`src/hw/rtl/page_aligned_free_region_finder_assert.svh`:
```
// Assertion macros for the page-aligned free region finder.
// Defining NO_ASSERTIONS leaves every macro with an empty body.
`ifndef PAGE_ALIGNED_FREE_REGION_FINDER_ASSERT_SVH
`define PAGE_ALIGNED_FREE_REGION_FINDER_ASSERT_SVH
`ifndef NO_ASSERTIONS
`define PAFR_ASSERT_NOW(label, clk, rst_n, ante, cons, msg) \
    label: assert property (@(posedge clk) disable iff (!rst_n) (ante) |-> (cons)) \
        else $error(msg);
`define PAFR_ASSERT_NEXT(label, clk, rst_n, ante, cons, msg) \
    label: assert property (@(posedge clk) disable iff (!rst_n) (ante) |=> (cons)) \
        else $error(msg);
`else
`define PAFR_ASSERT_NOW(label, clk, rst_n, ante, cons, msg)
`define PAFR_ASSERT_NEXT(label, clk, rst_n, ante, cons, msg)
`endif
`endif

```
`src/hw/rtl/pafr_pkg.sv`:
```
// Shared types and constants of the page-aligned free region finder.
// No dependencies; every RTL module imports it.
package pafr_pkg;

    localparam int ADDR_W     = 64;
    localparam int REQ_W      = 32;
    localparam int APB_ADDR_W = 5;
    localparam int APB_DATA_W = 64;

    localparam logic [1:0] REG_REQUEST_LENGTH = 2'd0;
    localparam logic [1:0] REG_ADDRESS_LIMIT  = 2'd1;
    localparam logic [1:0] REG_HIGHEST_MODE   = 2'd2;

    localparam logic [ADDR_W-1:0] LIMIT_RESET = 64'h0000_0001_0000_0000;

    typedef struct packed {
        logic              cand;
        logic [ADDR_W-1:0] nbase;
        logic [ADDR_W-1:0] start;
        logic              first;
        logic              last;
    } t_entry;

    typedef struct packed {
        logic [REQ_W-1:0]  req;
        logic [ADDR_W-1:0] limit;
        logic [ADDR_W-1:0] lim_m_req;
        logic              lim_gt_req;
        logic              highest;
    } t_cfg;

endpackage

```
`src/hw/rtl/page_aligned_free_region_finder.sv`:
```
// A result is registered after the entry marked last passes the three-stage alignment pipeline
// and the queue. One map entry is taken per cycle while the queue has credit; a result not yet
// taken holds back only the next last entry.
// The derived configuration values are registered from the configuration registers.
// Synchronous active-low reset clears the search state, the queue and the pipeline valid bits,
// and loads request_length 0, address_limit 2^32 and highest_mode 1.
`include "page_aligned_free_region_finder_assert.svh"
module page_aligned_free_region_finder #(
    parameter int PAGE_BITS   = 12,
    parameter int QUEUE_DEPTH = 8
) (
    input  logic                            i_clk,
    input  logic                            i_rst_n,
    input  logic                            psel,
    input  logic                            penable,
    input  logic                            pwrite,
    input  logic [pafr_pkg::APB_ADDR_W-1:0] paddr,
    input  logic [pafr_pkg::APB_DATA_W-1:0] pwdata,
    output logic [pafr_pkg::APB_DATA_W-1:0] prdata,
    output logic                            pready,
    input  logic                            s_tvalid,
    output logic                            s_tready,
    // region_base [63:0], region_length [127:64]
    input  logic [127:0]                    s_tdata,
    // region_available [0], first_entry [1]
    input  logic [1:0]                      s_tuser,
    input  logic                            s_tlast,
    output logic                            m_tvalid,
    input  logic                            m_tready,
    // block_start [63:0], granted_length [95:64]
    output logic [95:0]                     m_tdata,
    // found [0]
    output logic                            m_tuser
);
    import pafr_pkg::*;

    localparam int CW = $clog2(QUEUE_DEPTH + 1);
    localparam int OW = CW + 2;

    logic [REQ_W-1:0]  r_req;
    logic [ADDR_W-1:0] r_limit;
    logic              r_highest;
    logic [ADDR_W-1:0] r_lim_m_req;
    logic              r_lim_gt_req;
    t_cfg              cfg;

    logic              wr_en;
    logic              s_fire;
    logic              f_valid;
    t_entry            f_entry;
    logic [1:0]        f_inflight;
    logic              q_valid, q_pop;
    t_entry            q_entry;
    logic [CW-1:0]     q_count;
    logic              b_found;
    logic [ADDR_W-1:0] b_start;
    logic [REQ_W-1:0]  b_granted;

    assign wr_en  = psel & penable & pwrite & pready;
    assign pready = 1'b1;

    always_ff @(posedge i_clk) begin
        if (!i_rst_n) begin
            r_req     <= '0;
            r_limit   <= LIMIT_RESET;
            r_highest <= 1'b1;
        end else if (wr_en) begin
            unique case (paddr[4:3])
                REG_REQUEST_LENGTH: r_req     <= pwdata[REQ_W-1:0];
                REG_ADDRESS_LIMIT:  r_limit   <= pwdata;
                REG_HIGHEST_MODE:   r_highest <= pwdata[0];
                default: ;
            endcase
        end
    end

    always_ff @(posedge i_clk) begin
        r_lim_m_req  <= r_limit - {32'd0, r_req};
        r_lim_gt_req <= r_limit > {32'd0, r_req};
    end

    always_comb begin
        unique case (paddr[4:3])
            REG_REQUEST_LENGTH: prdata = {32'd0, r_req};
            REG_ADDRESS_LIMIT:  prdata = r_limit;
            REG_HIGHEST_MODE:   prdata = {63'd0, r_highest};
            default:            prdata = '0;
        endcase
    end

    assign cfg.req        = r_req;
    assign cfg.limit      = r_limit;
    assign cfg.lim_m_req  = r_lim_m_req;
    assign cfg.lim_gt_req = r_lim_gt_req;
    assign cfg.highest    = r_highest;

    assign s_tready = i_rst_n & (({2'b00, q_count} + OW'(f_inflight)) < OW'(QUEUE_DEPTH));
    assign s_fire   = s_tvalid & s_tready;

    pafr_front #(
        .PAGE_BITS (PAGE_BITS)
    ) u_front (
        .i_clk      (i_clk),
        .i_rst_n    (i_rst_n),
        .i_valid    (s_fire),
        .i_base     (s_tdata[63:0]),
        .i_len      (s_tdata[127:64]),
        .i_avail    (s_tuser[0]),
        .i_first    (s_tuser[1]),
        .i_last     (s_tlast),
        .i_cfg      (cfg),
        .o_valid    (f_valid),
        .o_entry    (f_entry),
        .o_inflight (f_inflight)
    );

    pafr_queue #(
        .DEPTH (QUEUE_DEPTH),
        .CW    (CW)
    ) u_queue (
        .i_clk   (i_clk),
        .i_rst_n (i_rst_n),
        .i_push  (f_valid),
        .i_entry (f_entry),
        .i_pop   (q_pop),
        .o_valid (q_valid),
        .o_entry (q_entry),
        .o_count (q_count)
    );

    pafr_back u_back (
        .i_clk      (i_clk),
        .i_rst_n    (i_rst_n),
        .i_valid    (q_valid),
        .i_entry    (q_entry),
        .i_cfg      (cfg),
        .i_m_tready (m_tready),
        .o_pop      (q_pop),
        .o_m_tvalid (m_tvalid),
        .o_found    (b_found),
        .o_start    (b_start),
        .o_granted  (b_granted)
    );

    assign m_tdata = {b_granted, b_start};
    assign m_tuser = b_found;

    `PAFR_ASSERT_NOW(a_queue_no_overflow, i_clk, i_rst_n, 1'b1, (int'(q_count) + int'(f_inflight)) <= QUEUE_DEPTH, "queue credit exceeded")
    `PAFR_ASSERT_NOW(a_not_found_zero, i_clk, i_rst_n, m_tvalid && !m_tuser, m_tdata == '0, "result fields not cleared when nothing found")
    `PAFR_ASSERT_NEXT(a_empty_queue_no_pop, i_clk, i_rst_n, !q_valid && !f_valid, !q_pop, "pop from an empty queue")

endmodule

```
`src/hw/rtl/pafr_front.sv`:
```
// Front end: a three-stage pipeline that aligns each map entry and classifies it.
// Depends on pafr_pkg; feeds pafr_queue.
module pafr_front #(
    parameter int PAGE_BITS = 12
) (
    input  logic                     i_clk,
    input  logic                     i_rst_n,
    input  logic                     i_valid,
    input  logic [pafr_pkg::ADDR_W-1:0] i_base,
    input  logic [pafr_pkg::ADDR_W-1:0] i_len,
    input  logic                     i_avail,
    input  logic                     i_first,
    input  logic                     i_last,
    input  pafr_pkg::t_cfg           i_cfg,
    output logic                     o_valid,
    output pafr_pkg::t_entry         o_entry,
    output logic [1:0]               o_inflight
);
    import pafr_pkg::*;

    localparam logic [ADDR_W-1:0] MASK = (64'd1 << PAGE_BITS) - 64'd1;

    logic [ADDR_W:0]   n_sum;
    logic [ADDR_W-1:0] n_skip;
    logic [ADDR_W-1:0] n_alen;
    logic              n_drop;
    logic              n_cand;
    logic [ADDR_W:0]   n_top;
    logic              n_clamp;
    logic [ADDR_W-1:0] n_start;

    logic              r_v1, r_v2, r_v3;
    logic [ADDR_W-1:0] r_nbase1, r_alen1, r_nbase2;
    logic              r_drop1, r_first1, r_last1;
    logic              r_cand2, r_first2, r_last2;
    logic [ADDR_W:0]   r_top2;
    t_entry            r_ent3;

    always_comb begin
        n_sum  = {1'b0, i_base} + {1'b0, MASK};
        n_skip = (~i_base + 64'd1) & MASK;
        n_alen = (i_len - n_skip) & ~MASK;
        n_drop = n_sum[ADDR_W] | (n_skip > i_len) | ~i_avail;
    end

    always_comb begin
        n_cand = !r_drop1 && i_cfg.lim_gt_req
                 && (r_alen1 >= {32'd0, i_cfg.req})
                 && (r_nbase1 <= i_cfg.lim_m_req);
        n_top  = {1'b0, r_nbase1} + {1'b0, r_alen1};
    end

    always_comb begin
        n_clamp = r_top2[ADDR_W] || (r_top2[ADDR_W-1:0] > i_cfg.limit);
        n_start = n_clamp ? i_cfg.lim_m_req : (r_top2[ADDR_W-1:0] - {32'd0, i_cfg.req});
    end

    always_ff @(posedge i_clk) begin
        if (!i_rst_n) begin
            r_v1 <= 1'b0;
            r_v2 <= 1'b0;
            r_v3 <= 1'b0;
        end else begin
            r_v1 <= i_valid;
            r_v2 <= r_v1;
            r_v3 <= r_v2;
        end
    end

    always_ff @(posedge i_clk) begin
        r_nbase1      <= n_sum[ADDR_W-1:0] & ~MASK;
        r_alen1       <= n_alen;
        r_drop1       <= n_drop;
        r_first1      <= i_first;
        r_last1       <= i_last;
        r_cand2       <= n_cand;
        r_nbase2      <= r_nbase1;
        r_top2        <= n_top;
        r_first2      <= r_first1;
        r_last2       <= r_last1;
        r_ent3.cand   <= r_cand2;
        r_ent3.nbase  <= r_nbase2;
        r_ent3.start  <= n_start;
        r_ent3.first  <= r_first2;
        r_ent3.last   <= r_last2;
    end

    assign o_valid    = r_v3;
    assign o_entry    = r_ent3;
    assign o_inflight = {1'b0, r_v1} + {1'b0, r_v2} + {1'b0, r_v3};

endmodule

```
`src/hw/rtl/pafr_queue.sv`:
```
// Short first-in first-out queue between the classifying front end and the search back end.
// Depends on pafr_pkg for the entry type.
module pafr_queue #(
    parameter int DEPTH = 4,
    parameter int CW    = $clog2(DEPTH + 1)
) (
    input  logic             i_clk,
    input  logic             i_rst_n,
    input  logic             i_push,
    input  pafr_pkg::t_entry i_entry,
    input  logic             i_pop,
    output logic             o_valid,
    output pafr_pkg::t_entry o_entry,
    output logic [CW-1:0]    o_count
);
    import pafr_pkg::*;

    localparam int PW = (DEPTH > 1) ? $clog2(DEPTH) : 1;
    localparam logic [PW-1:0] LAST_IDX = PW'(DEPTH - 1);

    t_entry        r_mem [DEPTH];
    logic [PW-1:0] r_wr, r_rd;
    logic [CW-1:0] r_count;

    always_ff @(posedge i_clk) begin
        if (i_push) begin
            r_mem[r_wr] <= i_entry;
        end
    end

    always_ff @(posedge i_clk) begin
        if (!i_rst_n) begin
            r_wr    <= '0;
            r_rd    <= '0;
            r_count <= '0;
        end else begin
            if (i_push) begin
                r_wr <= (r_wr == LAST_IDX) ? '0 : r_wr + 1'b1;
            end
            if (i_pop) begin
                r_rd <= (r_rd == LAST_IDX) ? '0 : r_rd + 1'b1;
            end
            r_count <= r_count + {{(CW-1){1'b0}}, i_push} - {{(CW-1){1'b0}}, i_pop};
        end
    end

    assign o_valid = (r_count != '0);
    assign o_entry = r_mem[r_rd];
    assign o_count = r_count;

endmodule

```
`src/hw/rtl/pafr_back.sv`:
```
// Back end: holds the search state, applies each classified entry and registers the result.
// Depends on pafr_pkg; drains pafr_queue.
module pafr_back (
    input  logic                        i_clk,
    input  logic                        i_rst_n,
    input  logic                        i_valid,
    input  pafr_pkg::t_entry            i_entry,
    input  pafr_pkg::t_cfg              i_cfg,
    input  logic                        i_m_tready,
    output logic                        o_pop,
    output logic                        o_m_tvalid,
    output logic                        o_found,
    output logic [pafr_pkg::ADDR_W-1:0] o_start,
    output logic [pafr_pkg::REQ_W-1:0]  o_granted
);
    import pafr_pkg::*;

    logic              r_have, r_closed;
    logic [ADDR_W-1:0] r_best;
    logic              r_out_valid, r_found;
    logic [ADDR_W-1:0] r_start;
    logic [REQ_W-1:0]  r_granted;

    logic              n_have, n_closed, n_take;
    logic [ADDR_W-1:0] n_best;
    logic              eff_have, eff_closed;
    logic [ADDR_W-1:0] eff_best;
    logic              out_free;

    always_comb begin
        eff_have   = i_entry.first ? 1'b0 : r_have;
        eff_closed = i_entry.first ? 1'b0 : r_closed;
        eff_best   = i_entry.first ? '0 : r_best;
        n_take     = !eff_closed && i_entry.cand && !(eff_have && (eff_best > i_entry.nbase));
        n_have     = n_take | eff_have;
        n_best     = n_take ? i_entry.start : eff_best;
        n_closed   = eff_closed | (n_take & ~i_cfg.highest);
    end

    assign out_free = !r_out_valid || i_m_tready;
    assign o_pop    = i_valid && (!i_entry.last || out_free);

    always_ff @(posedge i_clk) begin
        if (!i_rst_n) begin
            r_have      <= 1'b0;
            r_closed    <= 1'b0;
            r_best      <= '0;
            r_out_valid <= 1'b0;
        end else begin
            if (o_pop) begin
                if (i_entry.last) begin
                    r_have   <= 1'b0;
                    r_closed <= 1'b0;
                    r_best   <= '0;
                end else begin
                    r_have   <= n_have;
                    r_closed <= n_closed;
                    r_best   <= n_best;
                end
            end
            if (o_pop && i_entry.last) begin
                r_out_valid <= 1'b1;
            end else if (i_m_tready) begin
                r_out_valid <= 1'b0;
            end
        end
    end

    always_ff @(posedge i_clk) begin
        if (o_pop && i_entry.last) begin
            r_found   <= n_have;
            r_start   <= n_have ? n_best : '0;
            r_granted <= n_have ? i_cfg.req : '0;
        end
    end

    assign o_m_tvalid = r_out_valid;
    assign o_found    = r_found;
    assign o_start    = r_start;
    assign o_granted  = r_granted;

endmodule
```
`config.mk`:
```
export PLATFORM = sky130hd
export DESIGN_NAME = page_aligned_free_region_finder
export DESIGN_NICKNAME = d
export VERILOG_FILES = /design/src/hw/rtl/pafr_pkg.sv /design/src/hw/rtl/page_aligned_free_region_finder.sv /design/src/hw/rtl/pafr_front.sv /design/src/hw/rtl/pafr_queue.sv /design/src/hw/rtl/pafr_back.sv
export VERILOG_INCLUDE_DIRS = /design/src /design/src/hw/rtl
export SDC_FILE = /design/constraint.sdc
export NUM_CORES = 2
export LEC_CHECK = 0
export BUFFER_PORTS_ARGS = -buffer_cell sky130_fd_sc_hd__buf_2
export CAP_MARGIN = 20
export CORE_ASPECT_RATIO = 0.5
export CORE_MARGIN = 1.5
export CORE_UTILIZATION = 35
export CTS_CLUSTER_SIZE = 12
export DETAILED_ROUTE_END_ITERATION = 10
export HOLD_SLACK_MARGIN = 0.02
export SLEW_MARGIN = 25
export SYNTH_ARGS = -nofsm -noshare
export SYNTH_HDL_FRONTEND = slang
export SYNTH_SLANG_ARGS = --single-unit
```
`constraint.sdc`:
```
create_clock -name i_clk -period 16.3 [get_ports i_clk]
set_input_delay 1.63 -clock i_clk [delete_from_list [all_inputs] [get_ports i_clk]]
set_output_delay 1.63 -clock i_clk [all_outputs]
set_load 0.005 [all_outputs]
```
==> impl_metrics.yaml <==
routing:
  dr.pass1.iters: 5
  routedWlPerCell_um: 24.16
  ant_nets: 0
  post_drt_via_cell_ratio: 5.231
  vias: 42840
  wl_um: 197800
  first_iter_violations: 4229
  drc: 0
clocking:
  cts_resized: 0
  cts_root_buffer: "clkbuf_16"
  ctsHoldBuffers: 0
  cts.reportedPaths.clkPinSlew_ns: 0.06
  clk_latency_ns: 0.80
  cts_made_buffers: 163
  cts_setup_buffers: 0
  cts_tree: "built"
  clockBufferDepth: 3
  htree_levels: 4
  clock_sinks: 1628
power_and_ir_drop:
  swShare_pct: 31.24
  max-vdd-ir-drop_uv: 125.1
  power.leakage_nw: 28.32
  power.total_w: 0.01201
  clkPwrFrac_pct: 30.1
  combPwrFrac_pct: 25.2
  power.switching_w: 0.003750
  seqPwrFrac_pct: 44.7
  p_per_area_mw_per_mm2: 151.0
  internal-power_w: 0.008255
grt:
  grt_overflow: 0
  grt_use_total_pct: 19.28
  grt_pass1_vias: 41250
  antenna_found_initial: 48
  grt_max_degree: 120
  grt_pass1_wl_um: 283100
die:
  die_w_um: 631.8
  die_h_um: 317.4
  design.die.area_sq_mm: 0.2006
  core_sq_mm: 0.1966
  start_util_pct: 35.21
  row_count: 115
  ios: 371
logic_synthesis:
  ys_ff_latch: 1628
  synth_nets: 5530
  synth_edf_count: 1049
  syn_inst: 5014
  syn_avg_cell_area_sq_um: 13.80
  synth.distinct_cells: 76
  synthFlopType: "edfxtp_1"
  ys.warnings.count: 0
  synth_area_sq_mm: 0.06920
  ys_async_sr_fraction_pct: 0
  seq_area_frac_synth_pct: 62.27
worst_setup_path:
  crit_chain: "buf_4, buf_12, buf_4, mux4_2, mux2i_1, ha_1, a21o_1, a21o_1, a21oi_1, o21ai_0, a221oi_1, o211ai_1, or2_2, o21bai_4, buf_4, o21ai_4, buf_4, o2bb2ai_1"
  critPathMaxFanout: 89
  worstReg2RegEnd: "u_back.r_best[35]"
  crit_buf_inv: 5
  cp-start-kind: "flop"
  path_common_cell: "buf_4"
  crit_path_end_kind: "flop"
  rr_worst_depth: 18
  cp_top_family: "buffers and inverters"
  ff2ff_setup_slack_ns: 9.02
  worstSetupPathType: "reg2reg"
  arrival_ns: 7.94
  critPathMaxStageDelay_ns: 0.65
  critPathSlowestCell: "buf_12"
  critical_path_required_ns: 16.96
cells_and_area:
  final_common_cell: "edfxtp_1"
  layout_common_cells: "1,049 x edfxtp_1, 576 x dfxtp_1, 365 x buf_2"
  syn2layout_area_growth_pct: 14.87
  nNetsFinal: 5925
  fin_util_pct: 40.44
  drive_gt1_share_pct: 16.87
sta:
  clock-skew-final_ns: 0.04106
  period_share_pct: 44.68
  slew_headroom_pct: 15.23
  fin_crit_ns: 7.282
  setup_viol: 0
  finalMaxSlewViolations: 0
  tightest_slew_ns: 1.272
  rsz0062_at_grt: "no"
  worst_slack_ns: 9.018
  max_freq_ghz: 0.1373
  setup_tns_ns: 0
  finalHoldViolations: 0
hold_path:
  hold_end: "u_front.o_entry[120]"
  hold_class: "reg2reg"
  holdCritStartpoint: "u_front.r_nbase2[54]"
  hold_depth: 0
place:
  place_ws_ns: 8.833
  place_congestion: 0.9290
  placement.io_buffers: 366
  dp_hpwl_um: 134000
flow_run:
  maxCapViolCount: 0
outcome:
  outcome: "finished clean"
==> synthesized netlist by cell type, drive strengths merged, types with 63 or more instances <==
cell	n	share of area, %
edfxtp	1049	46
dfxtp	579	17
nand2	365	2.0
ha	305	5.5
nor2	267	1.4
mux4	238	7.7
a21oi	224	1.6
inv	183	0.99
xnor2	181	2.3
mux2i	169	2.4
clkbuf	158	0.86
o21ai	132	0.95
a21o	130	1.4
and2	102	0.92
a21boi	99	1.1
nand3	83	0.60
xor2	76	0.96
a211oi	68	0.74
o2bb2ai	63	0.80
==> area by class of cell <==
type	count	area [sq um]
Antenna cell	10	25.02
Clock buffer	278	4758
Clock inverter	25	375.4
Fill cell	18200	117100
Inverter	183	686.9
Multi-Input combinational cell	3006	24840
Sequential cell	1628	43100
Tap cell	2632	3293
Timing Repair Buffer	427	2407
==> cells by family after synthesis <==
group / share of synthesized area, %
AOI/OAI and AO/OA: 8.097
xor gates and xnor gates: 3.253
adders and majority gates: 5.630
buffers and inverters: 2.072
DFF: 62.27
muxes: 10.43
other: 0.005419
and+or+nand+nor: 8.236
==> power groups by stage <==
stage | logic, W | registers, W | clock network [W]
after floorplan | 0.00203 | 0.00525 | 0
after global placement | 0.00301 | 0.00545 | 0
after detailed placement | 0.00303 | 0.00545 | 0
after CTS | 0.00304 | 0.00537 | 0.00368
after global routing | 0.00329 | 0.00541 | 0.00385
final | 0.00302 | 0.00537 | 0.00362
==> through the flow <==
stage / instance area (sq um) / hold WS (ns) / std cells
6_report: 79490 / 0.3212 / 8189
2_1_floorplan: 69200 / 0.3096 / 5014
3_3_place_gp: 74300 / 0.3101 / 7875
4_1_cts: 79440 / 0.3219 / 8178
3_5_place_dp: 74310 / 0.3121 / 7875
5_1_grt: 79470 / 0.3239 / 8181
==> per-layer routing <==
layer  routed length [um]  up-vias  track usage, %
met1                88230    21510           27.54
met3                14660      273           3.338
met5                  178        -               0
met2                89070     1343           29.82
li1                     -    19680               -
met4                 5661       30           6.238
==> registers in the layout (all words and copies together), names as in the netlist, 4 cells and up, named ones only <==
register          flops
u_front.r_top2       53
u_front.r_nbase1     52
u_front.r_alen1      52
r_req                32
u_front.r_nbase2     52
r_limit              64
r_lim_m_req          64
u_back.o_granted     32
u_front.o_entry     119
u_queue.o_count       4
u_back.o_start       64
u_queue.r_mem       952
u_back.r_best        64
==> worst reg2reg max path, delay by kind of cell, from the launching register on <==
kind	cells	cell delay, ns
multiplexers	2	0.74
AO/OA/AOI/OAI	9	2.20
flip-flops	1	0.60
buffers and inverters	5	2.96
AND/OR/NAND/NOR	1	0.39
adder cells (fa/ha/maj)	1	0.27
==> worst max path at each step <==
stage                          from             endpoint  slack [ns]  cells after the start
floorplan           u_front.o_valid  u_queue.r_mem[0][0]        6.95                      2
global placement               flop    u_back.r_best[35]        8.84                     18
detailed placement             flop    u_back.r_best[44]        8.83                     18
CTS                            flop    u_back.r_best[60]        8.82                     18
global route                   flop    u_back.r_best[25]        8.46                     18
finish                         flop    u_back.r_best[35]        9.02                     18
No activity file was read; power rests on OpenSTA's default activity.
